**src/sv/lhbd_pkg.sv**
```systemverilog
package lhbd_pkg;

    localparam int HOLD_TICKS = 100;
    localparam int HOLD_W = 7;
    localparam int QUEUE_DEPTH = 2;
    localparam int QPTR_W = $clog2(QUEUE_DEPTH);
    localparam int QCNT_W = $clog2(QUEUE_DEPTH + 1);

    localparam logic [1:0] CFG_SINGLE_SHOT = 2'd0;
    localparam logic [1:0] CFG_LEVEL_MODE = 2'd1;
    localparam logic [1:0] CFG_RISING_ACTIVE = 2'd2;
    localparam logic [1:0] CFG_UPSIDE_DOWN = 2'd3;

    localparam logic [1:0] ANODE_ONE = 2'd1;
    localparam logic [1:0] ANODE_TWO = 2'd2;

    typedef struct packed {
        logic single_shot;
        logic level_mode;
        logic rising_active;
        logic upside_down;
    } cfg_t;

    // One refresh request as handed from the capture side to the digit scanner.
    typedef struct packed {
        logic [7:0] shown_byte;
        logic       point_on;
    } tick_t;

    // Lit-segment pattern per hex digit, bits 7..0 = C,G,DP,B,A,D,E,F.
    function automatic logic [7:0] glyph_lit(input logic [3:0] nib);
        logic [7:0] g;
        begin
            unique case (nib)
                4'h0: g = 8'h9F;
                4'h1: g = 8'h90;
                4'h2: g = 8'h5E;
                4'h3: g = 8'hDC;
                4'h4: g = 8'hD1;
                4'h5: g = 8'hCD;
                4'h6: g = 8'hCF;
                4'h7: g = 8'h98;
                4'h8: g = 8'hDF;
                4'h9: g = 8'hDD;
                4'hA: g = 8'hDB;
                4'hB: g = 8'hC7;
                4'hC: g = 8'h0F;
                4'hD: g = 8'hD6;
                4'hE: g = 8'h4F;
                4'hF: g = 8'h4B;
                default: g = 8'h00;
            endcase
            return g;
        end
    endfunction

    // 180 degree rotation swaps A/D, B/E and C/F; G and DP stay put.
    function automatic logic [7:0] rotate_glyph(input logic [7:0] d);
        logic [7:0] t;
        begin
            t = {d[0], d[6], d[5], d[1], d[2], d[3], d[4], d[7]};
            return t;
        end
    endfunction

endpackage

```
**src/sv/lhbd_front.sv**
```systemverilog
module lhbd_front (
    input  logic                 clk,
    input  logic                 rst_n,
    input  lhbd_pkg::cfg_t       cfg,
    input  logic                 in_valid,
    output logic                 in_ready,
    input  logic [7:0]           data_in,
    input  logic                 latch_level,
    input  logic                 queue_full,
    output logic                 push,
    output lhbd_pkg::tick_t      push_item
);
    import lhbd_pkg::*;

    logic [7:0]        shown_byte_reg, shown_byte_next;
    logic              frozen_reg, frozen_next;
    logic              point_on_reg, point_on_next;
    logic [HOLD_W-1:0] hold_count_reg, hold_count_next;
    logic              prev_latch_reg;
    logic              at_active;
    logic              capture;
    logic [HOLD_W-1:0] hold_inc;

    assign in_ready = !queue_full;
    assign push = in_valid && in_ready;

    assign at_active = (latch_level == cfg.rising_active);
    assign capture = at_active && ((latch_level != prev_latch_reg) || cfg.level_mode)
                     && !frozen_reg;

    always_comb
    begin
        shown_byte_next = shown_byte_reg;
        frozen_next = frozen_reg;
        point_on_next = point_on_reg;
        hold_count_next = hold_count_reg;
        if (capture)
        begin
            shown_byte_next = data_in;
            point_on_next = 1'b1;
            if (cfg.single_shot)
            begin
                frozen_next = 1'b1;
            end
            else
            begin
                hold_count_next = HOLD_W'(1);
            end
        end
        if (!cfg.single_shot && frozen_next)
        begin
            frozen_next = 1'b0;
            point_on_next = 1'b0;
        end
        hold_inc = hold_count_next + HOLD_W'(1);
        if (hold_count_next != '0)
        begin
            hold_count_next = hold_inc;
            // A wrap to zero also ends the point timer.
            if (hold_inc > HOLD_W'(HOLD_TICKS) || hold_inc == '0)
            begin
                point_on_next = 1'b0;
                hold_count_next = '0;
            end
        end
    end

    assign push_item.shown_byte = shown_byte_next;
    assign push_item.point_on = point_on_next;

    always_ff @(posedge clk or negedge rst_n)
    begin
        if (!rst_n)
        begin
            shown_byte_reg <= '0;
            frozen_reg <= 1'b0;
            point_on_reg <= 1'b0;
            hold_count_reg <= '0;
            prev_latch_reg <= 1'b1;
        end
        else if (push)
        begin
            shown_byte_reg <= shown_byte_next;
            frozen_reg <= frozen_next;
            point_on_reg <= point_on_next;
            hold_count_reg <= hold_count_next;
            prev_latch_reg <= latch_level;
        end
    end

endmodule

```
**src/sv/lhbd_queue.sv**
```systemverilog
module lhbd_queue (
    input  logic            clk,
    input  logic            rst_n,
    input  logic            push,
    input  lhbd_pkg::tick_t push_item,
    output logic            full,
    input  logic            pop,
    output logic            not_empty,
    output lhbd_pkg::tick_t pop_item
);
    import lhbd_pkg::*;

    tick_t             slot_reg [QUEUE_DEPTH];
    logic [QPTR_W-1:0] wr_ptr_reg;
    logic [QPTR_W-1:0] rd_ptr_reg;
    logic [QCNT_W-1:0] count_reg;

    assign full = (count_reg == QCNT_W'(QUEUE_DEPTH));
    assign not_empty = (count_reg != '0);
    assign pop_item = slot_reg[rd_ptr_reg];

    always_ff @(posedge clk)
    begin
        if (push)
        begin
            slot_reg[wr_ptr_reg] <= push_item;
        end
    end

    always_ff @(posedge clk or negedge rst_n)
    begin
        if (!rst_n)
        begin
            wr_ptr_reg <= '0;
            rd_ptr_reg <= '0;
            count_reg <= '0;
        end
        else
        begin
            if (push)
            begin
                wr_ptr_reg <= (wr_ptr_reg == QPTR_W'(QUEUE_DEPTH - 1)) ? '0
                              : wr_ptr_reg + QPTR_W'(1);
            end
            if (pop)
            begin
                rd_ptr_reg <= (rd_ptr_reg == QPTR_W'(QUEUE_DEPTH - 1)) ? '0
                              : rd_ptr_reg + QPTR_W'(1);
            end
            if (push && !pop)
            begin
                count_reg <= count_reg + QCNT_W'(1);
            end
            else if (pop && !push)
            begin
                count_reg <= count_reg - QCNT_W'(1);
            end
        end
    end

endmodule

```
**src/sv/lhbd_back.sv**
```systemverilog
module lhbd_back (
    input  logic            clk,
    input  logic            rst_n,
    input  logic            upside_down,
    input  logic            not_empty,
    input  lhbd_pkg::tick_t pop_item,
    output logic            pop,
    output logic            out_valid,
    input  logic            out_ready,
    output logic [7:0]      seg_drive,
    output logic [1:0]      digit_select,
    output logic            last_of_tick
);
    import lhbd_pkg::*;

    tick_t      cur_reg;
    logic       valid_reg;
    logic       phase_reg;
    logic       word_done;
    logic [3:0] nibble;
    logic [7:0] dark;
    logic [7:0] oriented;
    logic [1:0] anode;

    assign word_done = valid_reg && out_ready;
    // Load a new request when idle or when the second word is leaving.
    assign pop = not_empty && (!valid_reg || (word_done && phase_reg));

    assign nibble = phase_reg ? cur_reg.shown_byte[7:4] : cur_reg.shown_byte[3:0];
    assign dark = ~glyph_lit(nibble);
    assign oriented = upside_down ? rotate_glyph(dark) : dark;
    assign anode = (phase_reg ^ upside_down) ? ANODE_TWO : ANODE_ONE;

    // The decimal point belongs to whichever word lands on anode one.
    always_comb
    begin
        seg_drive = oriented;
        if (anode == ANODE_ONE && cur_reg.point_on)
        begin
            seg_drive[5] = 1'b0;
        end
    end

    assign digit_select = anode;
    assign last_of_tick = phase_reg;
    assign out_valid = valid_reg;

    always_ff @(posedge clk)
    begin
        if (pop)
        begin
            cur_reg <= pop_item;
        end
    end

    always_ff @(posedge clk or negedge rst_n)
    begin
        if (!rst_n)
        begin
            valid_reg <= 1'b0;
            phase_reg <= 1'b0;
        end
        else if (pop)
        begin
            valid_reg <= 1'b1;
            phase_reg <= 1'b0;
        end
        else if (word_done)
        begin
            if (phase_reg)
            begin
                valid_reg <= 1'b0;
                phase_reg <= 1'b0;
            end
            else
            begin
                phase_reg <= 1'b1;
            end
        end
    end

endmodule

```
**src/sv/latched_hex_byte_display.sv**
```systemverilog
// Each request (one refresh tick) yields two digit words on the output channel.
// The first word passes through the queue slot and then the scanner's current-request register
// before it is valid, when the digit scanner is idle.
// The digit scanner emits one word a cycle while out_ready is high, two words per request;
// a two-entry queue lets requests be taken while words are still waiting.
// Reset (rst_n low, asynchronous) clears the display state and queue; the pin is
// assumed high, and the registers return to single shot and upside-down mode.
module latched_hex_byte_display (
    input  logic       clk,
    input  logic       rst_n,
    input  logic       cfg_we,
    input  logic [1:0] cfg_index,
    input  logic       cfg_data,
    input  logic       in_valid,
    output logic       in_ready,
    input  logic [7:0] data_in,
    input  logic       latch_level,
    output logic       out_valid,
    input  logic       out_ready,
    output logic [7:0] seg_drive,
    output logic [1:0] digit_select,
    output logic       last_of_tick
);
    import lhbd_pkg::*;

    cfg_t  cfg_reg;
    logic  queue_full;
    logic  push;
    tick_t push_item;
    logic  pop;
    logic  not_empty;
    tick_t pop_item;

    always_ff @(posedge clk or negedge rst_n)
    begin
        if (!rst_n)
        begin
            cfg_reg.single_shot <= 1'b1;
            cfg_reg.level_mode <= 1'b0;
            cfg_reg.rising_active <= 1'b0;
            cfg_reg.upside_down <= 1'b1;
        end
        else if (cfg_we)
        begin
            unique case (cfg_index)
                CFG_SINGLE_SHOT:   cfg_reg.single_shot <= cfg_data;
                CFG_LEVEL_MODE:    cfg_reg.level_mode <= cfg_data;
                CFG_RISING_ACTIVE: cfg_reg.rising_active <= cfg_data;
                CFG_UPSIDE_DOWN:   cfg_reg.upside_down <= cfg_data;
                default:           cfg_reg <= cfg_reg;
            endcase
        end
    end

    lhbd_front u_front (
        .clk         (clk),
        .rst_n       (rst_n),
        .cfg         (cfg_reg),
        .in_valid    (in_valid),
        .in_ready    (in_ready),
        .data_in     (data_in),
        .latch_level (latch_level),
        .queue_full  (queue_full),
        .push        (push),
        .push_item   (push_item)
    );

    lhbd_queue u_queue (
        .clk       (clk),
        .rst_n     (rst_n),
        .push      (push),
        .push_item (push_item),
        .full      (queue_full),
        .pop       (pop),
        .not_empty (not_empty),
        .pop_item  (pop_item)
    );

    lhbd_back u_back (
        .clk          (clk),
        .rst_n        (rst_n),
        .upside_down  (cfg_reg.upside_down),
        .not_empty    (not_empty),
        .pop_item     (pop_item),
        .pop          (pop),
        .out_valid    (out_valid),
        .out_ready    (out_ready),
        .seg_drive    (seg_drive),
        .digit_select (digit_select),
        .last_of_tick (last_of_tick)
    );

endmodule

```
**config.mk**
```make
export PLATFORM = sky130hd
export DESIGN_NAME = latched_hex_byte_display
export DESIGN_NICKNAME = d
export VERILOG_FILES = /design/src/sv/lhbd_pkg.sv /design/src/sv/lhbd_front.sv /design/src/sv/lhbd_queue.sv /design/src/sv/lhbd_back.sv /design/src/sv/latched_hex_byte_display.sv
export SDC_FILE = /design/constraint.sdc
export NUM_CORES = 1
export LEC_CHECK = 0
export BUFFER_PORTS_ARGS = -buffer_cell sky130_fd_sc_hd__buf_2
export CORE_ASPECT_RATIO = 0.75
export CORE_UTILIZATION = 53
export CTS_CLUSTER_SIZE = 16
export DETAILED_ROUTE_END_ITERATION = 6
export GPL_ROUTABILITY_DRIVEN = 0
export PLACE_DENSITY = 0.76
export SYNTH_ARGS = -nofsm -noshare
export SYNTH_HDL_FRONTEND = slang
export SYNTH_SLANG_ARGS = --single-unit
```
**constraint.sdc**
```tcl
create_clock -name clk -period 3.21 [get_ports clk]
set_input_delay 0.642 -clock clk [delete_from_list [all_inputs] [get_ports clk]]
set_output_delay 0.642 -clock clk [all_outputs]
set_load 0.02 [all_outputs]
```
==> flow_summary.ini, run 1 <==
[run_status]
status = complete, no violations

[placement]
dp_slack_ns = 0.02725
place_hpwl_um = 3848
dp_cells = 352
io_buffers = 29

[synthesis]
synth.distinct_cells = 53
async_reset_ff_frac = 0.5091
synth_seq_cells = 55
yosysSeqAreaShare = 0.5071
netlist_area_mm2 = 0.002988
synth-main-ff-cell = edfxtp_1
synth_nets = 272
synth_edf_count = 27
synthCells = 245
syn_area_per_cell_um2 = 12.20
yosysWarnings = 0

[detailed_routing]
ant_nets = 0
met2_length_um = 2164
drtPass1Iterations = 4
wl_met3_um = 322
wire_per_inst_um = 14.64
routed_wl_um = 5270
wl_met1_um = 2727
top_layer = met4
drc_errors = 0
drt-initial-drc-count = 186
via_count = 1949
viasPerCell = 5.414

[global_route]
gr-total-overflow = 0
grt_util_all_layers = 0.1929
grt_max_degree = 29
grt_pass1_wl_um = 8204
antenna_found_initial = 0
grt_pass1_vias = 1680

[floorplan]
die_h_um = 67.03
die_w_um = 88.70
io_pins = 30
die_area_mm2 = 0.005945
fp.coreArea_mm2 = 0.005381
start_util = 0.5552
placementRows = 23

[critical_path]
worstSetupPathType = register to output pin
required_ns = 2.57
arrival_ns = 2.38
path_max_fanout = 9
start_kind = register
worst_setup_path_end_kind = output pin

[layout]
layout-drive-gt1-share = 0.3509
final_nets = 311
fillers = 426
final_cell_count_no_fill = 360
area_growth_syn_to_layout_pct = 12.86
diodes = 0
final_common_cell = mux2_2
largest_register_ffs = 18
final_cell_mix = mux2_2 (34), buf_2 (29), edfxtp_1 (27), dfrtp_1 (25), nor2_1 (21)

[cts]
htreeDepth = 2
post_cts_buffers = 0
clockRootBuffer = clkbuf_8
cts_tree = done
cts.sinks = 55
cts_made_buffers = 5
path_clk_slew_ns = 0.11
hold_buffers = 0
cts.repair.resized = 0
cts_max_path_buffers = 2
clk_latency_ns = 0.32

[sta]
skew_ns = 0.01230
setup_ws_ns = 0.1910
slew_viol_final = 0
tns_ns = 0
min_period_ns = 3.019
rsz0062_at_grt = no
worst_pin_slew_ns = 0.6393
fmax_ghz = 0.3312
fin_crit_sh = 0.9405
slew_headroom = 0.5738
setup_viol = 0
final-hold-violation-count = 0

[power_and_ir_drop]
power_frac_clock = 0.117
powerDensity_mw_per_mm2 = 1019
switching_power_mw = 1.390
ir_worst_vdd_v = 0.0003889
swShare = 0.4043
seqPwrFrac = 0.383
finalPower_mw = 3.437
cellLeakagePower_nw = 1.385
internal_power_mw = 2.048
power_frac_comb = 0.500

[hold_path]
hp-class = primary input to async pin

[job]
maxCapViolCount = 0
power by group through the flow:
stage          registers (mW)  logic (mW)  clock network [mW]
3_5_place_dp             1.32        1.71                   0
4_1_cts                  1.31        1.72               0.415
5_1_grt                  1.35        1.89               0.446
3_3_place_gp             1.32        1.68                   0
6_report                 1.32        1.72               0.401
2_1_floorplan            1.22        1.37                   0
per-stage QoR:
| step | util | cell area [um2] | hold slack (ns) |
|---|---|---|---|
| final | 0.6266 | 3372 | 0.3380 |
| after global routing | 0.6266 | 3372 | 0.3759 |
| after CTS | 0.6266 | 3372 | 0.3624 |
| after detailed placement | 0.6085 | 3274 | 0.4632 |
| after global placement | 0.6085 | 3274 | 0.4576 |
| after floorplan | - | 2998 | 0.3464 |
synthesized netlist by cell type (3+ instances only):
cell      count  share of area
a32o_1        3          0.010
inv_1         9          0.011
clkbuf_1      3         0.0038
a22o_1        5          0.015
nand3_1       4         0.0067
xnor2_1       5          0.015
mux2i_1       5          0.017
nand2_1      20          0.025
a21oi_1       7          0.012
nand2b_1      3         0.0063
nor2_1       21          0.026
ha_1         10          0.042
mux2_2       34           0.13
o21ai_0       6          0.010
xor2_1        6          0.018
edfxtp_1     27           0.27
nor2b_1       3         0.0063
dfrtp_1      25           0.21
dfstp_2       3          0.026
cell type report:
class,instances,area (um2),share of cell area
well taps,75,93.84,0.02783
clock buffers,5,68.82,0.02041
repair buffers,41,235.2,0.06976
clock inverters,3,28.78,0.008534
flip-flops and latches,55,1515,0.4494
multi-input cells,171,1393,0.4130
inverters,10,37.54,0.01113
cells by family (layout without fill, tap and decap cells):
| kind of cell | after synthesis | after routing | share of synthesized area |
|---|---|---|---|
| simple gates | 68 | 68 | 0.1181 |
| mux | 39 | 39 | 0.1449 |
| flops | 55 | 55 | 0.5071 |
| buf+inv | 19 | 59 | 0.03015 |
| fa+ha+maj | 10 | 10 | 0.04188 |
| xor+xnor | 12 | 12 | 0.03769 |
| compound gates | 42 | 42 | 0.1202 |
worst max-delay path, cell delays in order, from the launching register on:
cell and delay (ns):
dfrtp_1 0.61, mux2i_1 0.23, buf_4 0.16, inv_1 0.07, ha_1 0.23, nor2_1 0.12, a21oi_1 0.05, a22o_1 0.19
mux2_2 0.26, buf_2 0.16
layer usage:
| layer | vias up | track usage |
|---|---|---|
| met5 | - | 0 |
| met4 | 0 | 0.06653 |
| met3 | 4 | 0.05328 |
| met2 | 63 | 0.2577 |
| met1 | 921 | 0.2946 |
| li1 | 961 | - |
worst paths after layout:
| path | cells after the start | slack (ns) | end | start |
|---|---|---|---|---|
| setup / recovery | 9 | 0.19 | seg_drive[7] | u_back.last_of_tick |
| hold / removal | 1 | 0.34 | u_front.shown_byte_reg[4] | rst_n |
| setup reg to reg | 12 | 0.29 | u_front.hold_count_reg[1] | u_front.prev_latch_reg |
| hold reg to reg | 2 | 0.48 | u_front.prev_latch_reg | u_front.prev_latch_reg |
| max in group asynchronous | 1 | 2.46 | u_front.shown_byte_reg[6] | rst_n |
| min in group clk | 2 | 0.48 | u_front.prev_latch_reg | u_front.prev_latch_reg |
No activity file was read; power rests on OpenSTA's default activity.
==> inputs of run 2 (changes only) <==
==> constraint.sdc (replaced) <==
create_clock -name clk -period 3.21 [get_ports clk]
set_input_delay 0.321 -clock clk [delete_from_list [all_inputs] [get_ports clk]]
set_output_delay 0.321 -clock clk [all_outputs]
set_load 0.02 [all_outputs]
==> run 2 against run 1 <==
Compared with the run above:
- cell count shrank 1.4%
- via count shrank 1.5%
- clock skew shrank 0.00069 ns
- routed wire length shrank 5.4%
- highest routed layer unchanged
- critical path type is now register to register
- sequential power is essentially flat
- critical endpoint is now u_queue.slot_reg[1][0]
==> flow_summary.ini, run 2 (same netlist as run 1, synthesis figures left out) <==
[power_and_ir_drop]
ir_worst_vdd_v = 0.0003637
powerDensity_mw_per_mm2 = 1014
cellLeakagePower_nw = 1.364

[layout]
largest_register_ffs = 18
fillers = 431
final_cell_mix = mux2_2 (34), buf_2 (29), edfxtp_1 (27), dfrtp_1 (25), nor2_1 (21)
final_util = 0.6201
final_cell_count_no_fill = 355
final_nets = 306
final_common_cell = mux2_2
multi_input_area_mm2 = 0.001390
area_growth_syn_to_layout_pct = 11.68
ff_latch_area_mm2 = 0.001515
diodes = 0
layout-drive-gt1-share = 0.3357

[critical_path]
reg2regPathDepth = 11
rrSetupSlack_ns = 0.21
cpLargestDelayFamily = compound AO/OA/AOI/OAI gates
path_cells = o21bai_1, o22a_1, nor3_4, and2b_1, ha_1, xor2_1, o2bb2ai_1, a2bb2o_4, nor3_2, a31oi_4, o31a_1
worst_setup_path_end_kind = register
start_kind = register
required_ns = 3.27
crit_buf_inv = 0
worstSetupPathType = register to register
worst_path_max_delay_cell = dfstp_2
arrival_ns = 3.06
path_max_fanout = 6
r2r_end = u_queue.slot_reg[1][0]
r2r-start = u_front.prev_latch_reg
cp_slowest_stage_delay_ns = 0.55
crit_cells = 11

[cts]
hold_buffers = 0
cts.sinks = 55
post_cts_buffers = 0
htreeDepth = 2
clk_latency_ns = 0.31
clockRootBuffer = clkbuf_8
cts_max_path_buffers = 2
path_clk_slew_ns = 0.10
cts_tree = done
cts_made_buffers = 5

[sta]
final-hold-violation-count = 0
worst_pin_slew_ns = 0.7523
min_period_ns = 3.000
setup_viol = 0
fmax_ghz = 0.3334
rsz0062_at_grt = no
slew_viol_final = 0
fin_crit_sh = 0.9345
slew_headroom = 0.4966
tns_ns = 0
skew_ns = 0.01160

[detailed_routing]
viasPerCell = 5.406
wire_per_inst_um = 14.05
ant_nets = 0
drt-initial-drc-count = 136
routed_wl_um = 4987
drtPass1Iterations = 4
via_count = 1919
drc_errors = 0

[floorplan]
die_h_um = 67.03
io_pins = 30
fp.coreArea_mm2 = 0.005381
start_util = 0.5552
placementRows = 23
die_area_mm2 = 0.005945
die_w_um = 88.70

[global_route]
grt_pass1_wl_um = 8066
grt_pass1_vias = 1708
grt_util_all_layers = 0.1796
antenna_found_initial = 0
gr-total-overflow = 0
grt_max_degree = 29

[hold_path]
hp-class = primary input to async pin

[run_status]
status = complete, no violations

[placement]
dp_cells = 347
place_hpwl_um = 3746
io_buffers = 29

[job]
maxCapViolCount = 0
run 2: timing repair:
action / 4_1_cts / 5_1_grt
gates resized for setup: 0 / 1
endpoints found under the setup margin: 0 / 2
hold endpoints to repair: 0 / 0
run 2: power by group:
group	switching, mW	internal, mW
combinational	0.917	0.765
clock	0.236	0.164
sequential	0.206	1.10
run 2: worst max path at each step:
stage / startpoint / to
detailed placement: u_front.prev_latch_reg / u_queue.slot_reg[0][0]
CTS: u_front.prev_latch_reg / u_queue.slot_reg[1][0]
finish: u_front.prev_latch_reg / u_queue.slot_reg[1][0]
floorplan: u_front.prev_latch_reg / u_queue.slot_reg[0][0]
global placement: u_front.prev_latch_reg / u_queue.slot_reg[0][0]
global route: u_front.prev_latch_reg / u_queue.slot_reg[1][0]
run 2: area by class of cell:
| class | instances | area share |
|---|---|---|
| repair buffers | 36 | 0.05924 |
| inverters | 10 | 0.01125 |
| multi-input cells | 171 | 0.4166 |
| clock buffers | 5 | 0.02062 |
| flip-flops and latches | 55 | 0.4541 |
| clock inverters | 3 | 0.01012 |
| well taps | 75 | 0.02812 |
run 2: through the flow:
stage | area [um2] | power [mW] | setup WS (ns) | hold WS [ns]
after floorplan | 2988 | 2.581 | 0.1272 | 0.02541
after global placement | 3227 | 2.938 | 0.2735 | 0.3799
after detailed placement | 3227 | 2.988 | 0.1803 | 0.3814
after CTS | 3329 | 3.402 | 0.1572 | 0.04160
after global routing | 3337 | 3.641 | 0.02885 | 0.05649
final | 3337 | 3.384 | 0.2103 | 0.02527
run 2: metal layers:
layer / wire (um) / track usage / up-vias
li1: - / - / 950
met1: 2594 / 0.2730 / 915
met2: 2118 / 0.2644 / 52
met3: 251 / 0.03346 / 2
met4: 23 / 0.04032 / 0
met5: 0 / 0 / -
==> inputs of run 3 (changes only) <==
--- a/config.mk
+++ b/config.mk
@@ -7,11 +7,12 @@
 export LEC_CHECK = 0
 export BUFFER_PORTS_ARGS = -buffer_cell sky130_fd_sc_hd__buf_2
 export CORE_ASPECT_RATIO = 0.75
-export CORE_UTILIZATION = 53
+export CORE_UTILIZATION = 60
+export CTS_BUF_LIST = sky130_fd_sc_hd__clkbuf_16
 export CTS_CLUSTER_SIZE = 16
 export DETAILED_ROUTE_END_ITERATION = 6
 export GPL_ROUTABILITY_DRIVEN = 0
-export PLACE_DENSITY = 0.76
+export PLACE_DENSITY = 0.81
 export SYNTH_ARGS = -nofsm -noshare
 export SYNTH_HDL_FRONTEND = slang
 export SYNTH_SLANG_ARGS = --single-unit
==> constraint.sdc (replaced) <==
create_clock -name clk -period 3.5 [get_ports clk]
set_input_delay 0.35 -clock clk [delete_from_list [all_inputs] [get_ports clk]]
set_output_delay 0.35 -clock clk [all_outputs]
set_load 0.02 [all_outputs]
==> run 3 against run 2 <==
Compared with the run above:
- sequential cell count unchanged
- clock-buffer cell count unchanged
- via count decreased by 0.99%
- critical path depth unchanged
- largest cell class unchanged
==> flow_summary.ini, run 3 (same netlist as run 1, synthesis figures left out) <==
[placement]
place_hpwl_um = 3661
dp_cells = 326
io_buffers = 29

[sta]
setup_viol = 0
worst_pin_slew_ns = 0.7126
skew_ns = 0.009752
rsz0062_at_grt = no
fmax_ghz = 0.3062
slew_headroom = 0.5232
tns_ns = 0
final-hold-violation-count = 0
fin_crit_sh = 0.9332
min_period_ns = 3.266
slew_viol_final = 0

[global_route]
grt_max_degree = 29
gr-total-overflow = 0
grt_pass1_vias = 1831
grt_util_all_layers = 0.2115
antenna_found_initial = 0
grt_pass1_wl_um = 8721

[detailed_routing]
drtPass1Iterations = 4
wire_per_inst_um = 15.18
viasPerCell = 5.689
ant_nets = 0
drc_errors = 0
drt-initial-drc-count = 118
via_count = 1900
routed_wl_um = 5071

[power_and_ir_drop]
cellLeakagePower_nw = 1.371
powerDensity_mw_per_mm2 = 960.8
ir_worst_vdd_v = 0.0006963

[cts]
htreeDepth = 2
clockRootBuffer = clkbuf_16
clk_latency_ns = 0.29
cts_made_buffers = 5
cts.repair.resized = 0
hold_buffers = 0
cts_max_path_buffers = 2
cts.sinks = 55
post_cts_buffers = 0
path_clk_slew_ns = 0.07
cts_tree = done

[critical_path]
arrival_ns = 3.30
path_max_fanout = 10
start_kind = register
reg2regPathDepth = 11
required_ns = 3.53
worstSetupPathType = register to register
worst_setup_path_end_kind = register

[floorplan]
die_area_mm2 = 0.005269
start_util = 0.6461
fp.coreArea_mm2 = 0.004624
placementRows = 21
die_w_um = 83.49
die_h_um = 63.12
io_pins = 30

[layout]
final_nets = 303
final_common_cell = mux2_2
fillers = 314
final_cell_count_no_fill = 334
diodes = 0
final_cell_mix = mux2_2 (34), buf_2 (29), edfxtp_1 (27), dfrtp_1 (25), nor2_1 (21)
area_growth_syn_to_layout_pct = 11.26
layout-drive-gt1-share = 0.3213
largest_register_ffs = 18

[job]
maxCapViolCount = 0

[run_status]
status = complete, no violations

[hold_path]
hp-class = primary input to async pin
==> run 3: metrics by stage <==
stage | power, mW | cell area [um2] | hold WS (ns) | util | setup WS, ns
global placement | 2.673 | 3182 | 0.4093 | 0.6880 | 0.3307
detailed placement | 2.722 | 3182 | 0.4097 | 0.6880 | 0.2225
floorplan | 2.367 | 2988 | 0.05441 | - | 0.4172
finish | 3.194 | 3324 | 0.08044 | 0.7189 | 0.2337
global route | 3.419 | 3324 | 0.1344 | 0.7189 | 0.06018
CTS | 3.202 | 3324 | 0.1056 | 0.7189 | 0.2289
==> run 3: cell type report <==
| type | instances | area [um2] | share of cell area |
|---|---|---|---|
| multi-input combinational | 171 | 1383 | 0.4159 |
| clock inverter | 3 | 17.52 | 0.005269 |
| tap | 57 | 71.32 | 0.02145 |
| sequential | 55 | 1515 | 0.4558 |
| inverter | 10 | 37.54 | 0.01129 |
| clock buffer | 5 | 125.1 | 0.03764 |
| timing repair buffer | 33 | 175.2 | 0.05269 |
==> run 3: worst paths after layout <==
path | startpoint | endpoint | slack (ns)
setup / recovery | u_front.prev_latch_reg | u_queue.slot_reg[1][0] | 0.23
max in group asynchronous | rst_n | u_queue.rd_ptr_reg | 2.99
setup reg to reg | u_front.prev_latch_reg | u_queue.slot_reg[1][0] | 0.23
hold / removal | rst_n | u_front.shown_byte_reg[0] | 0.08
min in group clk | latch_level | u_front.prev_latch_reg | 0.29
hold reg to reg | u_front.prev_latch_reg | u_front.prev_latch_reg | 0.46
==> run 3: where the power goes <==
part | switching [mW] | internal [mW] | leakage [nW] | total (mW)
clock network | 0.206 | 0.262 | 0.0750 | 0.468
logic | 0.846 | 0.684 | 0.724 | 1.53
registers | 0.189 | 1.01 | 0.571 | 1.20
total | 1.24 | 1.95 | 1.37 | 3.19
==> run 3: per-layer routing <==
| layer | part of all wire | wire length [um] | GRT usage | vias up |
|---|---|---|---|---|
| met4 | 0.0028 | 14 | 0.03178 | 0 |
| met1 | 0.51 | 2577 | 0.3113 | 896 |
| met2 | 0.42 | 2135 | 0.3238 | 59 |
| met5 | 0 | 0 | 0 | - |
| met3 | 0.068 | 344 | 0.05767 | 2 |
| li1 | - | - | - | 943 |
==> run 3: critical path, cell delays in order, from the launching register on <==
cell      delay [ns]
dfstp_2         0.53
o21bai_1        0.07
o22a_1          0.22
nor3_4          0.35
and2b_1         0.27
ha_1            0.31
and3_1          0.23
nand3_1         0.09
xor2_1          0.32
a31o_4          0.22
a31oi_4         0.12
o31a_1          0.27
